===== src/stc_pkg.sv =====
// Shared types, codes and character helpers for the S-expression tokenizer.
package stc_pkg;

	// Offsets and lengths are tracked at this width internally.
	localparam int OFFSET_WIDTH = 16;
	localparam int OW = OFFSET_WIDTH;

	// Queue between front and back.
	localparam int QDEPTH = 4;
	localparam int QAW = $clog2(QDEPTH);

	// Scan modes.
	typedef enum logic [3:0] {
		MODE_IDLE    = 4'd0,
		MODE_IDENT   = 4'd1,
		MODE_NUMBER  = 4'd2,
		MODE_STRING  = 4'd3,
		MODE_EQ      = 4'd4,
		MODE_MINUS   = 4'd5,
		MODE_STAR    = 4'd6,
		MODE_AMP     = 4'd7,
		MODE_REFNAME = 4'd8,
		MODE_COMMENT = 4'd9
	} mode_t;

	// Token kinds.
	localparam logic [4:0] KIND_EOF     = 5'd0;
	localparam logic [4:0] KIND_IDENT   = 5'd1;
	localparam logic [4:0] KIND_NUMBER  = 5'd2;
	localparam logic [4:0] KIND_STRING  = 5'd3;
	localparam logic [4:0] KIND_SYMBOL  = 5'd4;
	localparam logic [4:0] KIND_LPAREN  = 5'd5;
	localparam logic [4:0] KIND_RPAREN  = 5'd6;
	localparam logic [4:0] KIND_EQEQ    = 5'd7;
	localparam logic [4:0] KIND_ARROW   = 5'd8;
	localparam logic [4:0] KIND_COMMENT = 5'd9;
	localparam logic [4:0] KIND_DOT     = 5'd10;
	localparam logic [4:0] KIND_COMMA   = 5'd11;
	localparam logic [4:0] KIND_PLUS    = 5'd12;
	localparam logic [4:0] KIND_MINUS   = 5'd13;
	localparam logic [4:0] KIND_SLASH   = 5'd14;
	localparam logic [4:0] KIND_STAR    = 5'd15;
	localparam logic [4:0] KIND_ASSIGN  = 5'd16;

	// Error codes.
	localparam logic [1:0] ERR_NONE    = 2'd0;
	localparam logic [1:0] ERR_UNTERM  = 2'd1;
	localparam logic [1:0] ERR_BAD_AMP = 2'd2;

	// Characters with a role of their own.
	localparam logic [7:0] CH_NUL     = 8'h00;
	localparam logic [7:0] CH_NEWLINE = 8'h0A;
	localparam logic [7:0] CH_QUOTE   = 8'h22;
	localparam logic [7:0] CH_AMP     = 8'h26;
	localparam logic [7:0] CH_LPAREN  = 8'h28;
	localparam logic [7:0] CH_RPAREN  = 8'h29;
	localparam logic [7:0] CH_STAR    = 8'h2A;
	localparam logic [7:0] CH_PLUS    = 8'h2B;
	localparam logic [7:0] CH_COMMA   = 8'h2C;
	localparam logic [7:0] CH_MINUS   = 8'h2D;
	localparam logic [7:0] CH_DOT     = 8'h2E;
	localparam logic [7:0] CH_SLASH   = 8'h2F;
	localparam logic [7:0] CH_SEMI    = 8'h3B;
	localparam logic [7:0] CH_EQUAL   = 8'h3D;
	localparam logic [7:0] CH_GT      = 8'h3E;
	localparam logic [7:0] CH_UNDER   = 8'h5F;

	// One finished token.
	typedef struct packed {
		logic [4:0]  kind;
		logic [15:0] start;
		logic [15:0] len;
		logic [1:0]  err;
	} tok_t;

	// Results of one character: one or two tokens.
	typedef struct packed {
		logic two;
		tok_t t0;
		tok_t t1;
	} run_t;

	// Queue status seen by both sides.
	typedef struct packed {
		logic full;
		logic empty;
	} q_stat_t;

	function automatic logic is_space(input logic [7:0] c);
		return (c == 8'd32) || (c >= 8'd9 && c <= 8'd13);
	endfunction

	function automatic logic is_alpha(input logic [7:0] c);
		return (c >= 8'd65 && c <= 8'd90) || (c >= 8'd97 && c <= 8'd122);
	endfunction

	function automatic logic is_digit(input logic [7:0] c);
		return c >= 8'd48 && c <= 8'd57;
	endfunction

	function automatic logic is_alnum(input logic [7:0] c);
		return is_alpha(c) || is_digit(c);
	endfunction

	// Limit an internal offset to the 16-bit output range.
	function automatic logic [15:0] sat16(input logic [OW-1:0] v);
		logic [32:0] w;
		w = 33'(v);
		if (w > 33'h0FFFF)
			return 16'hFFFF;
		return w[15:0];
	endfunction

	function automatic tok_t mk_tok(input logic [4:0] kind, input logic [OW-1:0] start,
			input logic [OW-1:0] len, input logic [1:0] err);
		tok_t t;
		t.kind  = kind;
		t.start = sat16(start);
		t.len   = sat16(len);
		t.err   = err;
		return t;
	endfunction

endpackage


===== src/stc_front.sv =====
// Front end: accepts characters, tracks scan mode and offsets, forms tokens.
module stc_front import stc_pkg::*; (
	input  logic      clk,
	input  logic      arst_n,
	input  logic      in_valid,
	output logic      in_stall,
	input  logic [7:0] ch,
	input  q_stat_t   q_stat,
	output logic      push,
	output run_t      push_run
);

	mode_t          mode_q, mode_n;
	logic [OW-1:0]  tstart_q, tstart_n;
	logic [OW-1:0]  coff_q;
	logic [OW-1:0]  span, span1;
	logic [OW:0]    span_inc, off_inc;
	logic [OW-1:0]  off_next;
	logic           first_emit, go_idle, idle_emit, idle_load, end_seen, accept, has_res;
	tok_t           first_tok, idle_tok;
	mode_t          idle_mode;

	assign in_stall = q_stat.full;
	assign accept   = in_valid && !in_stall;

	// Span of the open token, plus saturating increments of the span and the offset.
	always_comb begin
		span     = (coff_q >= tstart_q) ? (coff_q - tstart_q) : '0;
		span_inc = {1'b0, span} + (OW+1)'(1);
		span1    = span_inc[OW] ? '1 : span_inc[OW-1:0];
		off_inc  = {1'b0, coff_q} + (OW+1)'(1);
		off_next = off_inc[OW] ? '1 : off_inc[OW-1:0];
	end

	// Handle the character as if no token were open.
	always_comb begin
		idle_emit = 1'b0;
		idle_load = 1'b0;
		idle_mode = MODE_IDLE;
		idle_tok  = mk_tok(KIND_EOF, coff_q, '0, ERR_NONE);
		if (ch == CH_NUL) begin
			idle_emit = 1'b1;
		end else if (!is_space(ch)) begin
			idle_load = 1'b1;
			if (is_alpha(ch)) begin
				idle_mode = MODE_IDENT;
			end else if (is_digit(ch)) begin
				idle_mode = MODE_NUMBER;
			end else begin
				unique case (ch)
					CH_QUOTE:  idle_mode = MODE_STRING;
					CH_EQUAL:  idle_mode = MODE_EQ;
					CH_MINUS:  idle_mode = MODE_MINUS;
					CH_STAR:   idle_mode = MODE_STAR;
					CH_AMP:    idle_mode = MODE_AMP;
					CH_SEMI:   idle_mode = MODE_COMMENT;
					CH_LPAREN: begin
						idle_emit = 1'b1;
						idle_tok  = mk_tok(KIND_LPAREN, coff_q, OW'(1), ERR_NONE);
					end
					CH_RPAREN: begin
						idle_emit = 1'b1;
						idle_tok  = mk_tok(KIND_RPAREN, coff_q, OW'(1), ERR_NONE);
					end
					CH_DOT: begin
						idle_emit = 1'b1;
						idle_tok  = mk_tok(KIND_DOT, coff_q, OW'(1), ERR_NONE);
					end
					CH_COMMA: begin
						idle_emit = 1'b1;
						idle_tok  = mk_tok(KIND_COMMA, coff_q, OW'(1), ERR_NONE);
					end
					CH_PLUS: begin
						idle_emit = 1'b1;
						idle_tok  = mk_tok(KIND_PLUS, coff_q, OW'(1), ERR_NONE);
					end
					CH_SLASH: begin
						idle_emit = 1'b1;
						idle_tok  = mk_tok(KIND_SLASH, coff_q, OW'(1), ERR_NONE);
					end
					default: begin
						idle_emit = 1'b1;
						idle_tok  = mk_tok(KIND_SYMBOL, coff_q, OW'(1), ERR_NONE);
					end
				endcase
			end
		end
	end

	// Close or extend the open token.
	always_comb begin
		first_emit = 1'b0;
		first_tok  = mk_tok(KIND_IDENT, tstart_q, span, ERR_NONE);
		go_idle    = 1'b0;
		mode_n     = mode_q;
		tstart_n   = tstart_q;
		unique case (mode_q)
			MODE_IDENT: begin
				if (!(is_alnum(ch) || ch == CH_UNDER || ch == CH_STAR || ch == CH_AMP ||
						ch == CH_DOT)) begin
					first_emit = 1'b1;
					go_idle    = 1'b1;
				end
			end
			MODE_NUMBER: begin
				if (!(is_digit(ch) || ch == CH_DOT)) begin
					first_emit = 1'b1;
					first_tok  = mk_tok(KIND_NUMBER, tstart_q, span, ERR_NONE);
					go_idle    = 1'b1;
				end
			end
			MODE_STRING: begin
				if (ch == CH_QUOTE) begin
					first_emit = 1'b1;
					first_tok  = mk_tok(KIND_STRING, tstart_q, span1, ERR_NONE);
					mode_n     = MODE_IDLE;
				end else if (ch == CH_NUL) begin
					first_emit = 1'b1;
					first_tok  = mk_tok(KIND_STRING, tstart_q, span, ERR_UNTERM);
					go_idle    = 1'b1;
				end
			end
			MODE_EQ: begin
				first_emit = 1'b1;
				if (ch == CH_EQUAL) begin
					first_tok = mk_tok(KIND_EQEQ, tstart_q, OW'(2), ERR_NONE);
					mode_n    = MODE_IDLE;
				end else begin
					first_tok = mk_tok(KIND_ASSIGN, tstart_q, OW'(1), ERR_NONE);
					go_idle   = 1'b1;
				end
			end
			MODE_MINUS: begin
				first_emit = 1'b1;
				if (ch == CH_GT) begin
					first_tok = mk_tok(KIND_ARROW, tstart_q, OW'(2), ERR_NONE);
					mode_n    = MODE_IDLE;
				end else begin
					first_tok = mk_tok(KIND_MINUS, tstart_q, OW'(1), ERR_NONE);
					go_idle   = 1'b1;
				end
			end
			MODE_STAR: begin
				if (is_alpha(ch)) begin
					mode_n = MODE_REFNAME;
				end else begin
					first_emit = 1'b1;
					first_tok  = mk_tok(KIND_STAR, tstart_q, OW'(1), ERR_NONE);
					go_idle    = 1'b1;
				end
			end
			MODE_AMP: begin
				if (is_alpha(ch)) begin
					mode_n = MODE_REFNAME;
				end else begin
					first_emit = 1'b1;
					first_tok  = mk_tok(KIND_SYMBOL, tstart_q, OW'(1), ERR_BAD_AMP);
					go_idle    = 1'b1;
				end
			end
			MODE_REFNAME: begin
				if (!(is_alnum(ch) || ch == CH_UNDER)) begin
					first_emit = 1'b1;
					go_idle    = 1'b1;
				end
			end
			MODE_COMMENT: begin
				if (ch == CH_NEWLINE || ch == CH_NUL) begin
					first_emit = 1'b1;
					first_tok  = mk_tok(KIND_COMMENT, tstart_q, span, ERR_NONE);
					go_idle    = 1'b1;
				end
			end
			default: go_idle = 1'b1;
		endcase
		if (go_idle) begin
			mode_n = idle_mode;
			if (idle_load)
				tstart_n = coff_q;
		end
	end

	// Pack results of this character for the queue.
	always_comb begin
		end_seen     = go_idle && (ch == CH_NUL);
		has_res      = first_emit || (go_idle && idle_emit);
		push         = accept && has_res;
		push_run.two = first_emit && go_idle && idle_emit;
		push_run.t0  = first_emit ? first_tok : idle_tok;
		push_run.t1  = idle_tok;
	end

	// Advance scan state on each transfer; end of text restarts the offsets.
	always_ff @(posedge clk or negedge arst_n) begin
		if (!arst_n) begin
			mode_q   <= MODE_IDLE;
			tstart_q <= '0;
			coff_q   <= '0;
		end else if (accept) begin
			if (end_seen) begin
				mode_q   <= MODE_IDLE;
				tstart_q <= '0;
				coff_q   <= '0;
			end else begin
				mode_q   <= mode_n;
				tstart_q <= tstart_n;
				coff_q   <= off_next;
			end
		end
	end

endmodule


===== src/stc_queue.sv =====
// Short queue of per-character result runs between front and back.
module stc_queue import stc_pkg::*; (
	input  logic    clk,
	input  logic    arst_n,
	input  logic    push,
	input  run_t    push_run,
	input  logic    pop,
	output run_t    head,
	output q_stat_t q_stat
);

	run_t           mem_q [QDEPTH];
	logic [QAW-1:0] wr_ptr_q, rd_ptr_q;
	logic [QAW:0]   cnt_q;

	assign head         = mem_q[rd_ptr_q];
	assign q_stat.full  = (cnt_q == (QAW+1)'(QDEPTH));
	assign q_stat.empty = (cnt_q == '0);

	// Store entries.
	always_ff @(posedge clk) begin
		if (push)
			mem_q[wr_ptr_q] <= push_run;
	end

	// Advance pointers and fill count.
	always_ff @(posedge clk or negedge arst_n) begin
		if (!arst_n) begin
			wr_ptr_q <= '0;
			rd_ptr_q <= '0;
			cnt_q    <= '0;
		end else begin
			if (push)
				wr_ptr_q <= wr_ptr_q + QAW'(1);
			if (pop)
				rd_ptr_q <= rd_ptr_q + QAW'(1);
			if (push && !pop)
				cnt_q <= cnt_q + (QAW+1)'(1);
			else if (pop && !push)
				cnt_q <= cnt_q - (QAW+1)'(1);
		end
	end

endmodule


===== src/stc_back.sv =====
// Back end: serializes queued runs into single results through an output register.
module stc_back import stc_pkg::*; (
	input  logic        clk,
	input  logic        arst_n,
	input  run_t        head,
	input  q_stat_t     q_stat,
	output logic        pop,
	output logic        out_valid,
	input  logic        out_stall,
	output logic [4:0]  kind,
	output logic [15:0] start_offset,
	output logic [15:0] length,
	output logic [1:0]  error_code,
	output logic        last_of_run
);

	logic half_q, out_valid_q, load, take, is_last;
	tok_t sel, tok_q;
	logic last_q;

	// Pick the pending token of the head run.
	always_comb begin
		load    = !out_valid_q || !out_stall;
		take    = load && !q_stat.empty;
		sel     = half_q ? head.t1 : head.t0;
		is_last = !head.two || half_q;
		pop     = take && is_last;
	end

	// Track which half of the head run goes next.
	always_ff @(posedge clk or negedge arst_n) begin
		if (!arst_n) begin
			half_q      <= 1'b0;
			out_valid_q <= 1'b0;
		end else if (load) begin
			out_valid_q <= !q_stat.empty;
			if (take)
				half_q <= !is_last;
		end
	end

	// Hold the result payload until its transfer.
	always_ff @(posedge clk) begin
		if (take) begin
			tok_q  <= sel;
			last_q <= is_last;
		end
	end

	assign out_valid    = out_valid_q;
	assign kind         = tok_q.kind;
	assign start_offset = tok_q.start;
	assign length       = tok_q.len;
	assign error_code   = tok_q.err;
	assign last_of_run  = last_q;

endmodule


===== src/sexpr_char_tokenizer_top.sv =====
// Top level of the S-expression character tokenizer.
// Input channel: one text byte on ch per transfer (in_valid / in_stall); a byte
//   of zero ends the text and restarts offsets at zero for the next text.
// Output channel: one token per transfer (out_valid / out_stall) with kind,
//   start_offset, length, error_code and last_of_run, which marks the final
//   token caused by one input byte (a byte yields zero, one or two tokens).
// Throughput: one byte per cycle while in_stall is low; the scan mode update in
//   the front end is combinational. A byte that yields two tokens occupies the output
//   for two transfers, so sustained rate is set by the single output register.
// Path: a token is registered in the four-entry run queue and then in the output
//   register before it is shown.
// Stall: when out_stall holds, results collect in the run queue; once it is
//   full, in_stall rises until the back end drains an entry.
// Reset: arst_n clears scan mode, offsets, queue and output valid at once.
module sexpr_char_tokenizer_top import stc_pkg::*; (
	input  logic        clk,
	input  logic        arst_n,
	input  logic        in_valid,
	output logic        in_stall,
	input  logic [7:0]  ch,
	output logic        out_valid,
	input  logic        out_stall,
	output logic [4:0]  kind,
	output logic [15:0] start_offset,
	output logic [15:0] length,
	output logic [1:0]  error_code,
	output logic        last_of_run
);

	q_stat_t q_stat;
	logic    push, pop;
	run_t    push_run, head;

	stc_front u_front (
		.clk      (clk),
		.arst_n   (arst_n),
		.in_valid (in_valid),
		.in_stall (in_stall),
		.ch       (ch),
		.q_stat   (q_stat),
		.push     (push),
		.push_run (push_run)
	);

	stc_queue u_queue (
		.clk      (clk),
		.arst_n   (arst_n),
		.push     (push),
		.push_run (push_run),
		.pop      (pop),
		.head     (head),
		.q_stat   (q_stat)
	);

	stc_back u_back (
		.clk          (clk),
		.arst_n       (arst_n),
		.head         (head),
		.q_stat       (q_stat),
		.pop          (pop),
		.out_valid    (out_valid),
		.out_stall    (out_stall),
		.kind         (kind),
		.start_offset (start_offset),
		.length       (length),
		.error_code   (error_code),
		.last_of_run  (last_of_run)
	);

endmodule


===== config.mk =====
export PLATFORM = sky130hd
export DESIGN_NAME = sexpr_char_tokenizer_top
export DESIGN_NICKNAME = d
export VERILOG_FILES = /design/src/stc_pkg.sv /design/src/stc_front.sv /design/src/stc_queue.sv /design/src/stc_back.sv /design/src/sexpr_char_tokenizer_top.sv
export SDC_FILE = /design/constraint.sdc
export NUM_CORES = 1
export LEC_CHECK = 0
export BUFFER_PORTS_ARGS = -buffer_cell sky130_fd_sc_hd__buf_2
export CAP_MARGIN = 25
export CORE_MARGIN = 5
export CORE_UTILIZATION = 60
export DETAILED_ROUTE_END_ITERATION = 8
export PLACE_DENSITY = 0.78
export SLEW_MARGIN = 0
export SYNTH_ARGS = -nofsm -noshare
export SYNTH_HDL_FRONTEND = slang
export SYNTH_SLANG_ARGS = --single-unit
export TNS_END_PERCENT = 5

===== constraint.sdc =====
create_clock -name clk -period 8.11 [get_ports clk]
set_input_delay 0.811 -clock clk [delete_from_list [all_inputs] [get_ports clk]]
set_output_delay 0.811 -clock clk [all_outputs]
set_load 0.005 [all_outputs]

After elaboration in Yosys (flattened, before gate mapping)
Memories as Yosys holds them, arrays and structs flattened.
Index checks and enable logic that the tools add are counted.

cells by class
  $add $sub $neg = 7
  $lt $le $gt $ge = 9
  equal/unequal tests = 30
  mux-type cells = 58
  reductions and logical operators = 46

operators by type and width
  operator                 number
  $mux W39                 8
  $pmux W39 S7             1
  $pmux W38 S7             1
  $eq A8 B6 Y1 const B     14
  $mux W16                 7
  $mux W38                 2
  $mux W37                 2
  $mux W36                 2
  $mux W4                  10
  $add A16 B1 Y17 const B  2
  $pmux W4 S6              1
  $mux W1                  19
  $eq A4 B3 Y1 const B     4
  $ge A16 B16 Y1           1
  $ge A8 B7 Y1 const B     2
  $le A8 B7 Y1 const B     2
  $ne A4 B1 Y1 const B     4
  $pmux W4 S4              1
  $sub A16 B16 Y16         1
  $logic_and A1 B1 Y1      14
  $logic_or A1 B1 Y1       12
  $eq A4 B2 Y1 const B     2
  $eq A4 B4 Y1 const B     2
  $eq A8 B4 Y1 const B     1
  other kinds (23)         35

storage, ports and cells
  register bits = 85
  RAM bits = 316
  bits of input ports = 12
  memories = 1

memories
  name           words  width  rd ports  clocked after memory_dff  wr ports  line             source
  u_queue.mem_q  4      79     1         0                         1         stc_queue.sv:12  run_t mem_q [QDEPTH];

Depth between registers and ports, before layout
Gate-level depths: netlist (run 1).

  depth after elaboration = 17
  gate-level depth with buffers = 18
  mapped depth without buffers = 18

Cells and area by module
Synthesis (run 1) repeated with hierarchy kept, for this count alone.

second synthesis, totals
  cell total of the unflattened synthesis = 1,227
  area total of the unflattened synthesis = 18,327.6 um2

by module, submodules not included
  module     times used  cells each  area an instance (um2)  seq. area each (um2)
  stc_queue  1           447         11,873.9                9,664.3
  stc_front  1           688         4,679.5                 900.9
  stc_back   1           92          1,774.2                 1,251.2

Worst setup path before layout (run 1)
Ideal clock, no wire load.

  path type = input to register
  start point = input port ch[2]
  end point = memory u_queue.mem_q[0][18] in the netlist's numbering, enable pin
  setup time = 0.425 ns
  arrival = 4.467 ns
  slack = 3.217 ns
  stages = 10
  buffers on the path = 1
  cell sequence = buf_2 -> or4_1 -> o22ai_1 -> o21ai_0 -> o31a_1 -> nand2_1 -> a2111oi_4 -> or3_4 -> a21oi_4 -> and2_1

between the ends
  longest elaborated chain between the ends = 15
  elaborated cells on any way between the ends = 56

RTL lines
  what                                                 line                               source
  from (decl)                                          sexpr_char_tokenizer_top.sv:20     input logic [7:0] ch,
  $ge A8 B7 Y1 / $le A8 B7 Y1 (equally long branches)  stc_pkg.sv:94                      return (c >= 8'd65 && c <= 8'd90) || (c >= 8'd97 && c <= 8'd122);
  $logic_and A1 B1 Y1                                  stc_pkg.sv:94
  $logic_or A1 B1 Y1                                   stc_pkg.sv:94
  $logic_or A1 B1 Y1                                   stc_pkg.sv:102                     return is_alpha(c) || is_digit(c);
  $logic_or A1 B1 Y1                                   stc_front.sv:99, stc_front.sv:162
  $logic_or A1 B1 Y1 (3 in series)                     stc_front.sv:99                    if (!(is_alnum(ch) || ch == CH_UNDER || ch == CH_STAR || ch == CH_AMP ||
  $mux W1                                              stc_front.sv:99
  $pmux W1 S8                                          stc_front.sv:97                    unique case (mode_q)
  $logic_and A1 B1 Y1                                  stc_front.sv:186                   has_res = first_emit || (go_idle && idle_emit);
  $logic_or A1 B1 Y1 (*)                               stc_front.sv:186
  $logic_and A1 B1 Y1 (*)                              stc_front.sv:187                   push = accept && has_res;
  named net push                                       sexpr_char_tokenizer_top.sv:31     logic push, pop;
  $mux W1 (*)                                          stc_queue.sv:22                    if (push)
  $mux W1 (implied by the code) (*)                    stc_queue.sv:23                    mem_q[wr_ptr_q] <= push_run;
  to (decl)                                            stc_queue.sv:12

The timed path passes the listed nets; every way through them passes the cells marked *.

Final worst setup path (run 1)
  start point = input port ch[1]
  end point = memory u_queue.mem_q[1][30] in the netlist's numbering, enable pin

The elaborated chain is that of the path after synthesis.

==> out/results.env, run 1 <==
CTS_MAX_LEVEL=2
WORST_EP_REQUIRED_TIME_NS=8.25
DETAILED_ROUTE_DRC_ERROR_COUNT=0
AVERAGE_SIZE_OF_A_MAPPED_CELL_UM2=13.87
P_INT_mW=4.522
POST-SYNTH-TOP-AREA-CELL='edfxtp_1'
ANTENNADIODECOUNT=0
TOTALWIRELENGTH_UM=33280
POSTSYNTHREGISTERBITS=329
NET-SWITCHING-POWER_mW=2.419
LAYOUT_MIN_CYCLE_TIME_NS=4.828
MAX_CAP_VIOL_COUNT=0
HPWL_UM=21050
FINAL_LAYOUT_SIZE_SUFFIX_GT1_SHARE_PCT=19.69
SYNTHADDERAREAFRAC_PCT=2.141
IOS=54
SYNTH-SIMPLE-AREA-SHARE_PCT=10.55
LAYOUT-AREA-OVERHEAD-VS-SYNTH_PCT=11.03
PWR-SHARE-SEQ_PCT=39.5
POWER.DENSITY_nW_PER_UM2=408.4
HOLD_PATH.CLASS='in2async'
GRT_MAX_DEGREE=62
CELLLEAKAGEPOWER_nW=5.993
SYNTHESIZED_AREA_FRACTION_OCCUPIED_BY_AO_OA_AOI_AND_OAI_CELLS_PCT=9.121
SYNTH_LARGEST_TYPE_AREA_FRACTION_PCT=55.70
IO_BUFFERS=53
DIE_H_UM=169.7
YOSYSSEQAREASHARE_PCT=63.06
ANTENNA_FOUND_INITIAL=0
CTS-ROOT-BUF='clkbuf_16'
POSTSYNTH.ASYNCRESETSHARE_PCT=13.68
FINALINSTANCEAREA_UM2=17000
WORST-PATH-MAX-FANOUT=31
PATH_CLK_SLEW_NS=0.06
SWITCHING_SHARE_PCT=34.85
CRITICAL_PATH.MOST_COMMON_CELL='buf_4'
HOLD_WORST_SLACK_NS=0.3999
TRITONCTS_CLOCK_TREE='built'
MOST-COMMON-LAYOUT-CELLS='edfxtp_1, nand2_1, o21ai_0'
REPORT.FINAL.HOLD_VIOL_COUNT=0
CP-START-KIND='input port'
MAX_FREQ_MHz=207.1
POST_SYNTH_INSTANCE_AREA_UM2=15310
SYNTH_FF_TYPE='edfxtp_1'
DETAIL_ROUTE.ITER0.VIOLATIONS=1102
FINAL.SETUP.TNS_NS=0
WORSTMARGINPINSLEW_NS=0.9299
FINAL_CELLS=1498
POST_ROUTE_CLOCK_PERIOD_UTILIZATION_PCT=59.53
P_COMB_SHARE_PCT=38.3
GRT_PASS1_WL_UM=53540
CTS_RESIZED=0
ROUTABILITYCONGESTION=0.9256
FIRST_PASS_ITERS=6
FIN_TOTAL_PWR_mW=6.942
DIE_AREA_UM2=28810
P_CLK_SHARE_PCT=22.2
MAX_ROOT_SINK_BUFFERS=3
TIMING.CLOCK.SKEW_NS=0.02128
POST_CTS_HOLD_BUFFER_COUNT=0
CP-END-KIND='flip-flop'
ROWS=58
CTS_SETUP_BUFFERS=0
SETUP_REPAIR_AFTER_GLOBAL_ROUTING_MISSED_ITS_MARGIN='no'
WORST_SLACK_NS=3.282
PATH_CLASS='in2reg'
SYNTH_TOP_FAMILY_BY_AREA='multiplexers'
DESIGN.FINAL.NETS=1181
YOSYS-TOP-CELLS-AREA='edfxtp_1, mux4_2, dfrtp_1, nand2_1, o21ai_0'
FINALSETUPVIOLCOUNT=0
DIE-WIDTH_UM=169.7
WORST_IR_DROP_VDD_mV=0.3331
CPMAXSTAGEDELAYCELL='and2_2'
NUMCLOCKSINKS=329
VIAS_PER_CELL=6.393
RUN_STATUS='complete, no violations'
TRACK_USAGE_PCT=23.62
SYNTH_WARNINGS=0
GRT_REMAINING_OVERFLOW=0
UTILIZATION_PCT=67.50
SYN-INSTANCE-COUNT=1104
YOSYS.AREA_SHARE.XOR_XNOR_PCT=1.430
POST_DRT_WL_PER_CELL_UM=22.21
CRIT_ARRIVAL_NS=4.97
CRITPATHMAXSTAGEDELAY_NS=0.78
SLEW_HR_PCT=38.00
TIMING.REG2REG.SETUP_SLACK_NS=3.40
MULTI_INPUT_COMB_AREA_UM2=5300
POSTSYNTHNETCOUNT=1141
FINAL-SEQ-AREA_UM2=9661
PRE_CTS_WS_NS=2.752
WORSTPATHCELLLIST='buf_2 > or4_1 > or3_1 > buf_4 > nor3_1 > o21ai_0 > o31ai_1 > a2111oi_4 > or3_4 > a21oi_4 > and2_2 > buf_4'
TIMING.FINAL.MAX_SLEW_VIOLATIONS=0
SYNTH_EDF_COUNT=284
PLACED_CELLS_INCL_TAPS=1437
PLACE_AREA_UM2=15880
ANT_NETS=0
CTS_INSERTED_BUFFERS=34
DESIGN.CORE.AREA_UM2=25180
NUM-FILL-CELLS=1683
ROUTED-VIA-COUNT=9577
FRACTION_OF_SYNTHESIZED_AREA_IN_MULTIPLEXERS_PCT=11.22
SYNTHDISTINCTLIBCELLS=78
INITIAL_CORE_UTIL_PCT=60.80
FINAL_COMMON_CELL='edfxtp_1'
WORSTSKEWPAIRLATENCY_NS=0.51
VIAS_IN_THE_FIRST_GLOBAL_ROUTE=9527
-- path summary, 6_finish.rpt --
path                       cells past startpoint                   end                 from
setup / recovery                              12  u_queue.mem_q[1][30]                ch[1]
hold / removal                                 2     u_front.mode_q[1]               arst_n
setup reg to reg                              18  u_queue.mem_q[3][48]    u_front.coff_q[0]
hold reg to reg                                2   u_front.tstart_q[5]  u_front.tstart_q[5]
max in group asynchronous                      2   u_queue.rd_ptr_q[0]               arst_n
min in group clk                               2   u_front.tstart_q[5]  u_front.tstart_q[5]
-- worst max-delay path, delay by kind of cell --
family          cells  cell delay, ns
compound gates      4            0.70
buf+inv             3            1.01
simple gates        5            2.37
-- power by group through the flow --
| stage | clock network (mW) | logic, mW | registers (mW) |
|---|---|---|---|
| 2_1_floorplan | 0 | 1.93 | 2.68 |
| 3_3_place_gp | 0 | 2.55 | 2.75 |
| 6_report | 1.54 | 2.66 | 2.74 |
| 4_1_cts | 1.57 | 2.65 | 2.75 |
| 3_5_place_dp | 0 | 2.62 | 2.77 |
| 5_1_grt | 1.65 | 2.89 | 2.79 |
-- area by class of cell --
cell class	instances	share of cell area, %
sequential	329	56.83
multi-input combinational	677	31.18
clock buffer	44	5.410
tap	330	2.429
timing repair buffer	69	2.311
clock inverter	16	1.111
inverter	33	0.7287
-- per-layer routing --
metal	vias to the layer above	routed length (µm)	GRT usage, %
li1	4326	-	-
met4	0	775	5.845
met5	-	0	0
met2	446	16000	37.68
met3	68	2429	3.471
met1	4737	14070	34.99
-- registers in the layout, summed over array words and instances (netlist names), 3 cells and up --
register	count
u_back.start_offset	16
u_queue.cnt_q	3
u_front.tstart_q	16
u_back.kind	5
u_queue.mem_q	244
u_back.length	16
u_front.mode_q	4
u_front.coff_q	16
-- cell usage after synthesis, drive strengths merged (3+ instances only) --
| library cell | n |
|---|---|
| edfxtp | 284 |
| nand2 | 107 |
| o21ai | 70 |
| a21oi | 65 |
| mux4 | 61 |
| clkbuf | 51 |
| dfrtp | 45 |
| nor2 | 45 |
| inv | 33 |
| mux2 | 27 |
| nand3 | 26 |
| nor2b | 26 |
| nor3 | 26 |
| ha | 23 |
| buf | 14 |
| xnor2 | 14 |
| a21o | 13 |
| and2 | 13 |
| nand2b | 12 |
| xor2 | 11 |
| a31oi | 10 |
| nor4 | 10 |
| nand4 | 7 |
| and3 | 6 |
| o21a | 6 |
| o22ai | 6 |
| o31ai | 6 |
| or3 | 6 |
| a2111oi | 5 |
| nor3b | 5 |
| or2 | 5 |
| a211oi | 4 |
| a221oi | 4 |
| mux2i | 4 |
| and4 | 3 |
| nand3b | 3 |
| nand4b | 3 |
| o32a | 3 |
| or3b | 3 |
| or4 | 3 |
-- cell families (layout without fill, tap and decap cells) --
| kind of cell | after synthesis | count (layout) |
|---|---|---|
| mux | 92 | 92 |
| compound gates | 220 | 220 |
| flops | 329 | 329 |
| simple gates | 315 | 315 |
| fa+ha+maj | 25 | 25 |
| buf+inv | 98 | 162 |
| xor+xnor | 25 | 25 |
No activity file was read; power rests on OpenSTA's default activity.
==> run 2, diff against run 1 <==
--- a/config.mk
+++ b/config.mk
@@ -5,12 +5,13 @@
 export SDC_FILE = /design/constraint.sdc
 export NUM_CORES = 1
 export LEC_CHECK = 0
+export ABC_AREA = 1
 export BUFFER_PORTS_ARGS = -buffer_cell sky130_fd_sc_hd__buf_2
 export CAP_MARGIN = 25
 export CORE_MARGIN = 5
-export CORE_UTILIZATION = 60
+export CORE_UTILIZATION = 56
 export DETAILED_ROUTE_END_ITERATION = 8
-export PLACE_DENSITY = 0.78
+export PLACE_DENSITY = 0.76
 export SLEW_MARGIN = 0
 export SYNTH_ARGS = -nofsm -noshare
 export SYNTH_HDL_FRONTEND = slang
==> constraint.sdc (replaced) <==
create_clock -name clk -period 4.3 [get_ports clk]
set_input_delay 0.43 -clock clk [delete_from_list [all_inputs] [get_ports clk]]
set_output_delay 0.43 -clock clk [all_outputs]
set_load 0.005 [all_outputs]
==> run 2 against run 1 <==
Effect of this change:
- count of clock-buffer cells in the layout rose by 2
- clock skew up 0.0016 ns
- core utilization shrank 4.6 points
- highest routed layer unchanged
==> out/results.env, run 2 <==
ROWS=61
GRT_MAX_DEGREE=77
P_INT_mW=8.722
FINAL_CELLS=2023
WORSTSKEWPAIRLATENCY_NS=0.52
SYNTH.TOP_CELLS.BY_COUNT='nor2_1, edfxtp_1, nand2_1, o21ai_0, inv_1'
SYNTH_EDF_COUNT=284
P_COMB_SHARE_PCT=46.5
POSTSYNTH.ASYNCRESETSHARE_PCT=13.68
RUN_STATUS='complete, no violations'
PATH_CLK_SLEW_NS=0.06
TIMING.CLOCK.SKEW_NS=0.02285
POST-SYNTH-TOP-AREA-CELL='edfxtp_1'
CTS_INSERTED_BUFFERS=35
P_CLK_SHARE_PCT=18.1
MAX_FREQ_MHz=258.0
CP-END-KIND='flip-flop'
TOTALWIRELENGTH_UM=37170
FINALINSTANCEAREA_UM2=17390
HOLD_PATH.CLASS='in2async'
DIE-WIDTH_UM=176.7
MAX_CAP_VIOL_COUNT=0
DETAILED_ROUTE_DRC_ERROR_COUNT=0
DETAIL_ROUTE.ITER0.VIOLATIONS=1083
WORST_R2R_START='u_front.coff_q[0]'
POST_CTS_HOLD_BUFFER_COUNT=0
MOST-COMMON-LAYOUT-CELLS='nor2_1, edfxtp_1, nand2_1'
SLEW_HR_PCT=32.80
SYNTHDISTINCTLIBCELLS=50
AVERAGE_SIZE_OF_A_MAPPED_CELL_UM2=9.919
POST_ROUTE_CLOCK_PERIOD_UTILIZATION_PCT=90.13
YOSYS-TOP-CELLS-AREA='edfxtp_1, nor2_1, dfrtp_1, o21ai_0, nand2_1'
TIMING.FINAL.MAX_SLEW_VIOLATIONS=0
DIE_AREA_UM2=31210
PWR-SHARE-SEQ_PCT=35.4
ANT_NETS=0
SYNTH_WARNINGS=0
SYNTH_LARGEST_TYPE_AREA_FRACTION_PCT=54.83
FINALSETUPVIOLCOUNT=0
REPORT.FINAL.HOLD_VIOL_COUNT=0
TRITONCTS_CLOCK_TREE='built'
SYNTH_FF_TYPE='edfxtp_1'
POSTSYNTHREGISTERBITS=329
PATH_CLASS='reg2reg'
IOS=54
ROUTED-VIA-COUNT=11550
NUMCLOCKSINKS=329
WORST_IR_DROP_VDD_mV=0.4625
LAYOUT_MIN_CYCLE_TIME_NS=3.875
DESIGN.FINAL.NETS=1656
VIAS_PER_CELL=5.709
GRT_REMAINING_OVERFLOW=0
CTS_RESIZED=0
CTS_SETUP_BUFFERS=0
PLACE_AREA_UM2=16290
POWER.DENSITY_nW_PER_UM2=891.4
CTS-ROOT-BUF='clkbuf_16'
CELLLEAKAGEPOWER_nW=6.599
ANTENNA_FOUND_INITIAL=1
DESIGN.CORE.AREA_UM2=27630
CTS_MAX_LEVEL=2
CP-START-KIND='flip-flop'
WORST-PATH-MAX-FANOUT=16
FINAL_LAYOUT_SIZE_SUFFIX_GT1_SHARE_PCT=11.62
WORSTMARGINPINSLEW_NS=1.000
PLACED_CELLS_INCL_TAPS=1959
LAYOUT-AREA-OVERHEAD-VS-SYNTH_PCT=11.79
NET-SWITCHING-POWER_mW=6.777
POST_DRT_WL_PER_CELL_UM=18.37
VIAS_IN_THE_FIRST_GLOBAL_ROUTE=11358
FINAL_COMMON_CELL='nor2_1'
DIE_H_UM=176.7
POST-SYNTH-TOP-COUNT-CELL='nor2_1'
FLIP_FLOP_COUNT_OF_THE_LARGEST_REGISTER_AFTER_LAYOUT=244
GRT_PASS1_WL_UM=59690
HPWL_UM=23900
MAX_ROOT_SINK_BUFFERS=3
INITIAL_CORE_UTIL_PCT=56.29
CRIT_ARRIVAL_NS=4.10
ROUTABILITYCONGESTION=0.9496
WORST_EP_REQUIRED_TIME_NS=4.52
SETUP_REPAIR_AFTER_GLOBAL_ROUTING_MISSED_ITS_MARGIN='no'
TRACK_USAGE_PCT=24.03
STARTPOINT='u_front.coff_q[0]'
POSTSYNTHNETCOUNT=1605
SYN-INSTANCE-COUNT=1568
YOSYSSEQAREASHARE_PCT=62.07
IO_BUFFERS=53
LARGEST_REGISTER='u_queue.mem_q'
SWITCHING_SHARE_PCT=43.72
POST_SYNTH_INSTANCE_AREA_UM2=15550
FIRST_PASS_ITERS=7
==> run 2: cell types whose count changed after synthesis, moves of 12 or more <==
cell and delta:
inv_1 +101, nand2_1 +96, o21ai_0 +112, nor2_2 +17
nand2b_1 -12, nand3_1 +40, mux2_2 -25, nor2_1 +267
o22ai_1 +33, and2_1 -12, a21o_1 -13, a31oi_1 +13
nor2b_1 -26, mux4_2 -61
==> run 2: power groups by stage <==
| stage | combinational, mW | clock (mW) | sequential (mW) |
|---|---|---|---|
| final | 7.21 | 2.80 | 5.48 |
| after global routing | 8.13 | 2.98 | 5.58 |
| after CTS | 7.20 | 2.85 | 5.48 |
| after detailed placement | 7.14 | 0 | 5.54 |
| after global placement | 7.02 | 0 | 5.50 |
| after floorplan | 5.26 | 0 | 5.36 |
==> run 2: final timing paths <==
path | endpoint | slack (ns) | depth (start not counted)
max | u_queue.mem_q[2][52] | 0.42 | 21
min | u_front.coff_q[4] | 0.002 | 1
max reg2reg | u_queue.mem_q[2][52] | 0.42 | 21
min reg2reg | u_back.out_valid | 0.51 | 2
max in group asynchronous | u_queue.rd_ptr_q[0] | 3.53 | 2
min in group clk | u_back.out_valid | 0.13 | 3
==> run 2: per-layer routing <==
layer  up-vias  share of wire (%)  global-route usage (%)
met5         -                  0                       0
li1       5502                  -                       -
met2       409                 47                   39.21
met4         0                2.5                   7.286
met3        67                5.9                   2.991
met1      5572                 44                   34.28
==> run 2: critical path, stage by stage, from the launching register on <==
cell     delay (ns)
dfrtp_1        0.48
inv_1          0.12
ha_1           0.25
inv_1          0.12
fa_1           0.25
nand2_1        0.06
nand2_1        0.08
nand3_1        0.10
nand3_1        0.12
nand2_2        0.07
nand2_4        0.18
inv_2          0.13
nor2_4         0.17
ha_1           0.17
inv_1          0.08
nor3_4         0.23
nand3_1        0.11
inv_1          0.13
nand3_4        0.14
nand2_1        0.10
nand2_1        0.05
a21oi_1        0.46
==> run 2: cell families after synthesis <==
| group | synth area share [%] |
|---|---|
| buf+inv | 5.261 |
| fa+ha+maj | 2.108 |
| xor+xnor | 0.9010 |
| mux | 0.07239 |
| compound gates | 11.49 |
| flops | 62.07 |
| simple gates | 18.10 |
==> run 2: cell type report <==
class	instances	area, µm²
clock inverters	16	101.3
flip-flops and latches	329	9659
diodes	1	2.502
inverters	145	544.3
fillers	2221	10240
clock buffers	46	987.2
well taps	378	473.0
repair buffers	77	508.0
multi-input cells	1031	5111
==> run 2: stage by stage <==
| stage | hold slack (ns) | setup slack (ns) | util (%) | power (mW) | TNS [ns] |
|---|---|---|---|---|---|
| after detailed placement | 0.4843 | 0.4957 | 58.95 | 12.67 | 0 |
| after global routing | 0.05012 | 0.06211 | 62.92 | 16.69 | 0 |
| after CTS | 0.01777 | 0.4507 | 62.89 | 15.53 | 0 |
| after floorplan | 0.1344 | -0.5521 | - | 10.62 | -134.71 |
| final | 0.002114 | 0.4246 | 62.93 | 15.50 | 0 |
| after global placement | 0.4932 | 0.6555 | 58.95 | 12.52 | 0 |
